==> config.mk <==
export PLATFORM = sky130hd
export DESIGN_NAME = postfix_expression_evaluator
export DESIGN_NICKNAME = d
export VERILOG_FILES = /design/src/rtl/core/pfe_pkg.sv /design/src/rtl/core/pfe_alu.sv /design/src/rtl/core/postfix_expression_evaluator.sv
export SDC_FILE = /design/constraint.sdc
export NUM_CORES = 2
export LEC_CHECK = 0
export BUFFER_PORTS_ARGS = -buffer_cell sky130_fd_sc_hd__buf_4
export CAP_MARGIN = 20
export CORE_ASPECT_RATIO = 0.6
export CORE_MARGIN = 3
export CORE_UTILIZATION = 57
export CTS_CLUSTER_SIZE = 14
export DETAILED_ROUTE_END_ITERATION = 6
export PLACE_DENSITY = 0.73
export SKIP_CTS_REPAIR_TIMING = 1
export SYNTH_ARGS = -nofsm -noshare
export SYNTH_HDL_FRONTEND = slang
export SYNTH_SLANG_ARGS = --single-unit
==> constraint.sdc <==
create_clock -name clk_i -period 7.9 [get_ports clk_i]
set_input_delay 1.58 -clock clk_i [delete_from_list [all_inputs] [get_ports clk_i]]
set_output_delay 1.58 -clock clk_i [all_outputs]
set_load 0.02 [all_outputs]
==> src/rtl/core/pfe_pkg.sv <==
// Package of the postfix evaluator: widths, status codes, state type and ALU control types.
// Depends on nothing.
package pfe_pkg;
  localparam int unsigned StackDepth = 64;
  localparam int unsigned ValueWidth = 32;
  localparam int unsigned FracBits = ValueWidth / 2;
  localparam int unsigned PtrWidth = $clog2(StackDepth);
  localparam int unsigned CntWidth = $clog2(StackDepth + 1);
  localparam int unsigned CycWidth = $clog2(2 * ValueWidth + 1);

  localparam logic [2:0] StOk      = 3'd0;
  localparam logic [2:0] StUnder   = 3'd1;
  localparam logic [2:0] StBadChar = 3'd2;
  localparam logic [2:0] StFull    = 3'd3;
  localparam logic [2:0] StDivZero = 3'd4;
  localparam logic [2:0] StNegExp  = 3'd5;

  typedef enum logic [1:0] {
    AluMul,
    AluDiv
  } alu_op_e;

  typedef enum logic [3:0] {
    SIdle,
    SRead1,
    SRead2,
    SOp,
    SPowMul,
    SPowWait,
    SPowSq,
    SPowSqWait,
    SAluWait,
    SPush,
    SLast,
    SLastRd,
    SOut
  } state_e;

  typedef struct packed {
    logic    start;
    alu_op_e op;
  } alu_ctl_t;
endpackage

==> src/rtl/core/pfe_alu.sv <==
// Shared multi-cycle multiply and divide unit for signed fixed-point values.
// Depends on pfe_pkg.
module pfe_alu (
  input  logic                               clk_i,
  input  logic                               rst_ni,
  input  pfe_pkg::alu_ctl_t                  ctl_i,
  input  logic signed [pfe_pkg::ValueWidth-1:0] a_i,
  input  logic signed [pfe_pkg::ValueWidth-1:0] b_i,
  output logic                               done_o,
  output logic signed [pfe_pkg::ValueWidth-1:0] res_o
);
  localparam int unsigned W = pfe_pkg::ValueWidth;
  localparam int unsigned NW = 2 * W;

  logic              busy_q, busy_d;
  logic              div_q, div_d;
  logic              neg_q, neg_d;
  logic [pfe_pkg::CycWidth-1:0] cnt_q, cnt_d;
  logic [NW-1:0]     acc_q, acc_d;
  logic [NW-1:0]     sh_q, sh_d;
  logic [W-1:0]      mb_q, mb_d;
  logic [W:0]        rem_q, rem_d;
  logic              done_q, done_d;
  logic signed [W-1:0] res_q, res_d;
  logic [W-1:0]      ma, mbv;
  logic [W:0]        rem_sh;
  logic [NW-1:0]     mag;
  logic [W-1:0]      lim;

  assign ma = a_i[W-1] ? W'(-a_i) : W'(a_i);
  assign mbv = b_i[W-1] ? W'(-b_i) : W'(b_i);
  assign rem_sh = {rem_q[W-1:0], sh_q[NW-1]};

  always_comb begin
    busy_d = busy_q;
    div_d = div_q;
    neg_d = neg_q;
    cnt_d = cnt_q;
    acc_d = acc_q;
    sh_d = sh_q;
    mb_d = mb_q;
    rem_d = rem_q;
    done_d = 1'b0;
    res_d = res_q;
    mag = div_q ? acc_q : (acc_q >> pfe_pkg::FracBits);
    lim = neg_q ? {1'b1, {(W-1){1'b0}}} : {1'b0, {(W-1){1'b1}}};
    if (ctl_i.start) begin
      busy_d = 1'b1;
      div_d = (ctl_i.op == pfe_pkg::AluDiv);
      neg_d = a_i[W-1] ^ b_i[W-1];
      acc_d = '0;
      rem_d = '0;
      mb_d = mbv;
      if (ctl_i.op == pfe_pkg::AluDiv) begin
        sh_d = NW'(ma) << pfe_pkg::FracBits;
        cnt_d = pfe_pkg::CycWidth'(NW);
      end else begin
        sh_d = NW'(ma);
        cnt_d = pfe_pkg::CycWidth'(W);
      end
    end else if (busy_q) begin
      if (cnt_q == '0) begin
        busy_d = 1'b0;
        done_d = 1'b1;
        if (mag > NW'(lim)) begin
          res_d = neg_q ? $signed(lim) : $signed(lim);
        end else begin
          res_d = neg_q ? $signed(W'(-mag[W-1:0])) : $signed(mag[W-1:0]);
        end
      end else begin
        cnt_d = cnt_q - 1'b1;
        if (div_q) begin
          sh_d = sh_q << 1;
          if (rem_sh >= {1'b0, mb_q}) begin
            rem_d = rem_sh - {1'b0, mb_q};
            acc_d = {acc_q[NW-2:0], 1'b1};
          end else begin
            rem_d = rem_sh;
            acc_d = {acc_q[NW-2:0], 1'b0};
          end
        end else begin
          sh_d = sh_q << 1;
          mb_d = mb_q >> 1;
          if (mb_q[0]) begin
            acc_d = acc_q + sh_q;
          end
        end
      end
    end
  end

  always_ff @(posedge clk_i or negedge rst_ni) begin
    if (!rst_ni) begin
      busy_q <= 1'b0;
      done_q <= 1'b0;
    end else begin
      busy_q <= busy_d;
      done_q <= done_d;
    end
  end

  always_ff @(posedge clk_i) begin
    div_q <= div_d;
    neg_q <= neg_d;
    cnt_q <= cnt_d;
    acc_q <= acc_d;
    sh_q <= sh_d;
    mb_q <= mb_d;
    rem_q <= rem_d;
    res_q <= res_d;
  end

  assign done_o = done_q;
  assign res_o = res_q;
endmodule

==> src/rtl/core/postfix_expression_evaluator.sv <==
// Top level of the postfix expression evaluator.
// Depends on pfe_pkg and pfe_alu.
//
// The input channel takes one ASCII character per word together with a
// Q16.16 variable value and a last flag. Digits and letters push, space and
// newline are skipped, and ^ * / + - pop two operands and push the result.
// The output channel carries one word per expression, after the word
// marked last: the top of the stack and a status code.
// Multiply and divide share one unit, which multiplies by shift-and-add and
// divides by shift-and-subtract. A power takes one multiply per set exponent
// bit and one squaring per further bit. The stack is a 64-entry memory with a
// registered read port; the two operands are read one after the other. A word
// marked last passes through the SLastRd and SOut states, and its result is
// registered onto the output channel in SOut.
// Reset clears the stack count and the pending error; stack contents are
// not cleared. A result waiting on a stalled receiver does not block the
// input; the block stalls only when the next result is ready before the
// waiting one is taken.
module postfix_expression_evaluator (
  input  logic        clk_i,
  input  logic        rst_ni,
  input  logic        valid_i,
  output logic        ready_o,
  input  logic [7:0]  symbol_i,
  input  logic signed [31:0] variable_value_i,
  input  logic        last_i,
  output logic        valid_o,
  input  logic        ready_i,
  output logic signed [31:0] result_value_o,
  output logic [2:0]  status_o
);
  localparam int unsigned W = pfe_pkg::ValueWidth;
  localparam int unsigned PW = pfe_pkg::PtrWidth;
  localparam int unsigned CW = pfe_pkg::CntWidth;
  localparam int unsigned FracBitsW = pfe_pkg::FracBits;

  pfe_pkg::state_e state_q, state_d;
  logic [CW-1:0] cnt_q, cnt_d;
  logic [2:0]    err_q, err_d;
  logic [7:0]    sym_q, sym_d;
  logic          last_q, last_d;
  logic [W-1:0]  var_q, var_d;
  logic [W-1:0]  l_q, l_d, r_q, r_d;
  logic [W-1:0]  base_q, base_d, acc_q, acc_d;
  logic [W-FracBitsW-1:0] exp_q, exp_d;
  logic [W-1:0]  pv_q, pv_d;
  logic          vo_q, vo_d;
  logic [31:0]   ov_q, ov_d;
  logic [2:0]    os_q, os_d;

  logic [W-1:0]  mem [pfe_pkg::StackDepth];
  logic [W-1:0]  rd_q;
  logic          we;
  logic [PW-1:0] wa, ra;

  pfe_pkg::alu_ctl_t alu_ctl;
  logic signed [W-1:0] alu_a, alu_b, alu_res;
  logic          alu_done;
  logic [W-1:0]  rmag;

  always_ff @(posedge clk_i) begin
    if (we) begin
      mem[wa] <= pv_d;
    end
    rd_q <= mem[ra];
  end

  pfe_alu u_alu (
    .clk_i  (clk_i),
    .rst_ni (rst_ni),
    .ctl_i  (alu_ctl),
    .a_i    (alu_a),
    .b_i    (alu_b),
    .done_o (alu_done),
    .res_o  (alu_res)
  );

  assign rmag = r_q[W-1] ? W'(-r_q) : r_q;

  always_comb begin
    state_d = state_q;
    cnt_d = cnt_q;
    err_d = err_q;
    sym_d = sym_q;
    last_d = last_q;
    var_d = var_q;
    l_d = l_q;
    r_d = r_q;
    base_d = base_q;
    acc_d = acc_q;
    exp_d = exp_q;
    pv_d = pv_q;
    vo_d = vo_q;
    ov_d = ov_q;
    os_d = os_q;
    we = 1'b0;
    wa = cnt_q[PW-1:0];
    ra = PW'(cnt_q - 1'b1);
    alu_ctl.start = 1'b0;
    alu_ctl.op = pfe_pkg::AluMul;
    alu_a = $signed(l_q);
    alu_b = $signed(r_q);
    ready_o = 1'b0;
    if (vo_q && ready_i) begin
      vo_d = 1'b0;
    end
    case (state_q)
      pfe_pkg::SIdle: begin
        ready_o = 1'b1;
        if (valid_i) begin
          sym_d = symbol_i;
          var_d = W'(variable_value_i);
          last_d = last_i;
          state_d = pfe_pkg::SLast;
          if (err_q == pfe_pkg::StOk) begin
            if (symbol_i inside {[8'h30:8'h39]}) begin
              pv_d = W'(symbol_i - 8'h30) << FracBitsW;
              state_d = pfe_pkg::SPush;
            end else if (symbol_i inside {[8'h41:8'h5a], [8'h61:8'h7a]}) begin
              pv_d = W'(variable_value_i);
              state_d = pfe_pkg::SPush;
            end else if (symbol_i inside {8'h20, 8'h0a}) begin
              state_d = pfe_pkg::SLast;
            end else if (symbol_i inside {8'h5e, 8'h2a, 8'h2f, 8'h2b, 8'h2d}) begin
              if (cnt_q < CW'(2)) begin
                err_d = pfe_pkg::StUnder;
              end else begin
                state_d = pfe_pkg::SRead1;
              end
            end else begin
              err_d = pfe_pkg::StBadChar;
            end
          end
        end
      end
      pfe_pkg::SRead1: begin
        r_d = rd_q;
        ra = PW'(cnt_q - CW'(2));
        state_d = pfe_pkg::SRead2;
      end
      pfe_pkg::SRead2: begin
        l_d = rd_q;
        state_d = pfe_pkg::SOp;
      end
      pfe_pkg::SOp: begin
        cnt_d = cnt_q - CW'(2);
        state_d = pfe_pkg::SLast;
        case (sym_q)
          8'h2b: begin
            pv_d = l_d + r_q;
            if (l_d[W-1] == r_q[W-1] && pv_d[W-1] != l_d[W-1]) begin
              pv_d = l_d[W-1] ? {1'b1, {(W-1){1'b0}}} : {1'b0, {(W-1){1'b1}}};
            end
            state_d = pfe_pkg::SPush;
          end
          8'h2d: begin
            pv_d = l_d - r_q;
            if (l_d[W-1] != r_q[W-1] && pv_d[W-1] != l_d[W-1]) begin
              pv_d = l_d[W-1] ? {1'b1, {(W-1){1'b0}}} : {1'b0, {(W-1){1'b1}}};
            end
            state_d = pfe_pkg::SPush;
          end
          8'h2a: begin
            alu_ctl.start = 1'b1;
            alu_a = $signed(l_d);
            state_d = pfe_pkg::SAluWait;
          end
          8'h2f: begin
            if (r_q == '0) begin
              err_d = pfe_pkg::StDivZero;
            end else begin
              alu_ctl.start = 1'b1;
              alu_ctl.op = pfe_pkg::AluDiv;
              alu_a = $signed(l_d);
              state_d = pfe_pkg::SAluWait;
            end
          end
          default: begin
            exp_d = rmag[W-1:FracBitsW];
            if (r_q[W-1] && rmag[W-1:FracBitsW] != '0) begin
              err_d = pfe_pkg::StNegExp;
            end else begin
              base_d = l_d;
              acc_d = W'(1) << FracBitsW;
              state_d = pfe_pkg::SPowMul;
            end
          end
        endcase
      end
      pfe_pkg::SPowMul: begin
        if (exp_q == '0) begin
          pv_d = acc_q;
          state_d = pfe_pkg::SPush;
        end else if (exp_q[0]) begin
          alu_ctl.start = 1'b1;
          alu_a = $signed(acc_q);
          alu_b = $signed(base_q);
          state_d = pfe_pkg::SPowWait;
        end else begin
          state_d = pfe_pkg::SPowSq;
        end
      end
      pfe_pkg::SPowWait: begin
        if (alu_done) begin
          acc_d = alu_res;
          state_d = pfe_pkg::SPowSq;
        end
      end
      pfe_pkg::SPowSq: begin
        exp_d = exp_q >> 1;
        if (exp_d == '0) begin
          state_d = pfe_pkg::SPowMul;
        end else begin
          alu_ctl.start = 1'b1;
          alu_a = $signed(base_q);
          alu_b = $signed(base_q);
          state_d = pfe_pkg::SPowSqWait;
        end
      end
      pfe_pkg::SPowSqWait: begin
        if (alu_done) begin
          base_d = alu_res;
          state_d = pfe_pkg::SPowMul;
        end
      end
      pfe_pkg::SAluWait: begin
        if (alu_done) begin
          pv_d = alu_res;
          state_d = pfe_pkg::SPush;
        end
      end
      pfe_pkg::SPush: begin
        if (cnt_q >= CW'(pfe_pkg::StackDepth)) begin
          err_d = pfe_pkg::StFull;
        end else begin
          we = 1'b1;
          cnt_d = cnt_q + 1'b1;
        end
        state_d = pfe_pkg::SLast;
      end
      pfe_pkg::SLast: begin
        state_d = last_q ? pfe_pkg::SLastRd : pfe_pkg::SIdle;
      end
      pfe_pkg::SLastRd: begin
        state_d = pfe_pkg::SOut;
      end
      pfe_pkg::SOut: begin
        if (!vo_q || ready_i) begin
          vo_d = 1'b1;
          ov_d = 32'(rd_q);
          os_d = err_q;
          if (err_q != pfe_pkg::StOk) begin
            ov_d = '0;
          end else if (cnt_q == '0) begin
            ov_d = '0;
            os_d = pfe_pkg::StUnder;
          end
          cnt_d = '0;
          err_d = pfe_pkg::StOk;
          state_d = pfe_pkg::SIdle;
        end
      end
      default: state_d = pfe_pkg::SIdle;
    endcase
  end

  always_ff @(posedge clk_i or negedge rst_ni) begin
    if (!rst_ni) begin
      state_q <= pfe_pkg::SIdle;
      cnt_q <= '0;
      err_q <= pfe_pkg::StOk;
      vo_q <= 1'b0;
    end else begin
      state_q <= state_d;
      cnt_q <= cnt_d;
      err_q <= err_d;
      vo_q <= vo_d;
    end
  end

  always_ff @(posedge clk_i) begin
    sym_q <= sym_d;
    last_q <= last_d;
    var_q <= var_d;
    l_q <= l_d;
    r_q <= r_d;
    base_q <= base_d;
    acc_q <= acc_d;
    exp_q <= exp_d;
    pv_q <= pv_d;
    ov_q <= ov_d;
    os_q <= os_d;
  end

  assign valid_o = vo_q;
  assign result_value_o = $signed(ov_q);
  assign status_o = os_q;
endmodule

==> metrics <==
DR WL/cell ~35 microns; DR pass1 iterations 7; Area Overhead vs Synth 10.8%; vias post-DR 73.1k; total of max-cap violations 0; post-synthesis cell type count 91; Initial Util 57.5%; Gate Count Post-Synth between 7k and 8k; clk_skew just over 50 ps; worst slew pin tran roughly 1400 ps; largest family of logic cells by synthesized area multiplexers; commonest non-fill, non-tap cells in the layout edfxtp_1 (2373), mux4_2 (544), a21oi_1 (514), nand2_1 (357), o21ai_0 (354); Synth Flop Type edfxtp_1; global route overflow 0; Via density just over 7; largest net degree at the start of global routing 130; compound-cell area share of the yosys netlist under 10%; Total Routing Usage GR 35.2%; status finished with violations; CP Max Fanout 65; synthesized area 0.114 sq mm; #FFs+latches synth about 2.6k; setup TNS 0 ps; antenna viol nets, final 0; critical path's largest stage delay 700 ps; CTS root buf clkbuf_16; dpl hpwl roughly 230000 microns; Total Nets Final between 7k and 8k; Synthesized Nets 7702; first-pass GRT wire length between 500000 and 600000 microns; I/O Buffers 81; number of synthesized flops with an enable pin around 2.4k; Worst Hold Margin roughly 500 ps; Setup violations, final 0; pre-CTS WS between 900 and 1000 ps; ys async rst share less than 1%; average size of a mapped cell between 15 and 20 sq um; TritonCTS clock tree built; Critical Path RT between 8000 and 9000 ps; final slew viol count 0; Floorplan Core Area approximately 0.2 sq mm; Die X-Extent between 500 and 600 microns; layout cell share with drive strength beyond 1 ~17%; XOR/XNOR share of the synthesized area around 1.6%; io pins 82; drt total wl roughly 360000 microns; CP max-delay cell nor2_1; Clock Path Buffers 4; clk_lat worst skew 870 ps; multiplexer share of the synthesized area about 13%; CP Capture Type register; RSZ-0062 raised after global routing no; Die Y 352 microns; simple logic cell fraction of the synthesized area under 10%; failing checks design-rule violations; CP arrival slightly above 8000 ps; worst path cell trace inv_1 > ha_1 > nor2b_1 > o21a_1 > o21ai_0 > a21oi_1 > o22ai_1 > buf_4 > o21ai_0 > a31oi_1 > o31ai_1 > o21a_1 > o21ai_0 > nand2b_1 > a21oi_1 > fa_1 > and3_1 > or3_1 > nor2_1 > nand4_1 > a21oi_1 > a21o_2 > buf_4; crit path launch type register; leading cell type in the layout, fill and taps excluded edfxtp_1; Synth Area in Adders approximately 2.4%; Clk pin slew, worst setup/hold paths 60 ps; clock sinks about 2.6k; CTS HTree Levels 4; cts bufs inserted between 200 and 250; initial antenna violation count 42; Final period util about 96%; fillers between 10k and 15k; Final GP Congestion ~1.1; yosys warns 0; Slew headroom 5.91%; Hold Path Class register to register; die area 0.205 sq mm; final number of hold-violating endpoints 0; crit path time final roughly 7600 ps; vias in the first global route around 68k; # DRC 30; setup ws final approximately 350 ps; Peak Freq 132 MHz; Initial DRC Count between 10k and 15k; sequential area share after synthesis between 60% and 70%; row count 126; Crit Path Category register to register
cell families (layout without fill, tap and decap cells):
group | count (synthesis) | in the layout
AO/OA/AOI/OAI | 1623 | 1623
XOR/XNOR | 210 | 210
buffers and inverters | 615 | 894
other | 0 | 47
AND/OR/NAND/NOR | 1485 | 1485
flip-flops | 2550 | 2550
adder cells (fa/ha/maj) | 212 | 212
multiplexers | 750 | 750
Yosys cell counts, types with 35 or more instances:
master,number,share of area [%]
nor2b_1,171,0.94
mux2i_1,168,1.5
a31oi_1,66,0.36
xor2_1,79,0.61
o211ai_1,41,0.27
buf_1,78,0.26
nor2_1,413,1.4
a221oi_1,44,0.34
dfxtp_1,160,2.8
ha_1,207,2.3
nand3_1,113,0.50
a211oi_1,162,1.1
edfxtp_1,2373,63
mux4_2,544,11
a21o_1,96,0.63
nand2_1,364,1.2
o21ai_0,358,1.6
nand4_1,48,0.26
xnor2_1,131,1.0
and3_1,66,0.36
nand2b_1,35,0.19
nor3_1,98,0.43
and2_1,47,0.26
clkbuf_1,323,1.1
a21oi_1,526,2.3
mux2_2,38,0.38
inv_1,180,0.60
layout make-up:
cell class | count | area, sq um | area share (%)
Clock inverter | 48 | 444 | 0.353
Multi-Input combinational cell | 4280 | 37300 | 29.6
Tap cell | 2624 | 3280 | 2.61
Sequential cell | 2550 | 74900 | 59.5
Timing Repair Buffer | 328 | 2910 | 2.31
Clock buffer | 334 | 6230 | 4.95
Antenna cell | 47 | 118 | 0.0935
Inverter | 184 | 692 | 0.550
registers in the layout, indices dropped and copies added (netlist names), 4 cells and up:
name            count
u_alu.cnt_q         7
rd_q               32
base_q             32
sym_q               8
state_q             4
exp_q              16
r_q                32
result_value_o     32
l_q                32
u_alu.sh_q         64
u_alu.acc_q        64
mem              2048
cnt_q               7
u_alu.mb_q         32
acc_q              32
u_alu.rem_q        32
u_alu.res_o        32
pv_q               32
through the flow:
step,cell area [sq um],std cells,util (%)
2_1_floorplan,114000,7445,-
3_3_place_gp,119000,9949,60.2
3_5_place_dp,119000,9951,60.2
4_1_cts,126000,10300,63.6
5_1_grt,126000,10400,63.7
6_report,126000,10400,63.8
critical path, delay by kind of cell, from the launching register on:
| family | cells | cell delay [ps] |
|---|---|---|
| adder cells (fa/ha/maj) | 2 | 730 |
| flip-flops | 1 | 420 |
| AND/OR/NAND/NOR | 6 | 1970 |
| buffers and inverters | 3 | 950 |
| AO/OA/AOI/OAI | 12 | 3090 |
path summary, 6_finish.rpt:
kind | from | to | slack (ps) | cells past startpoint
max | r_q[1] | mem[24][27] | 350 | 23
min | u_alu.rem_q[12] | u_alu.rem_q[12] | 490 | 2
max reg2reg | r_q[1] | mem[24][27] | 350 | 23
min reg2reg | u_alu.rem_q[12] | u_alu.rem_q[12] | 490 | 2
max in group asynchronous | rst_ni | cnt_q[1] | 7080 | 1
min in group asynchronous | rst_ni | u_alu.done_o | 590 | 1
metal layers:
metal | global-route usage [%] | up-vias | share of wire [%]
li1 | - | 29700 | -
met1 | 52.2 | 36900 | 39
met2 | 44.5 | 5891 | 39
met3 | 19.4 | 646 | 20
met4 | 8.12 | 26 | 2.6
met5 | 2.43 | - | 0.088
Power is left out: the tool's default activity adds up to more than one toggle a clock period on the data nets, which glitch-free logic cannot reach.
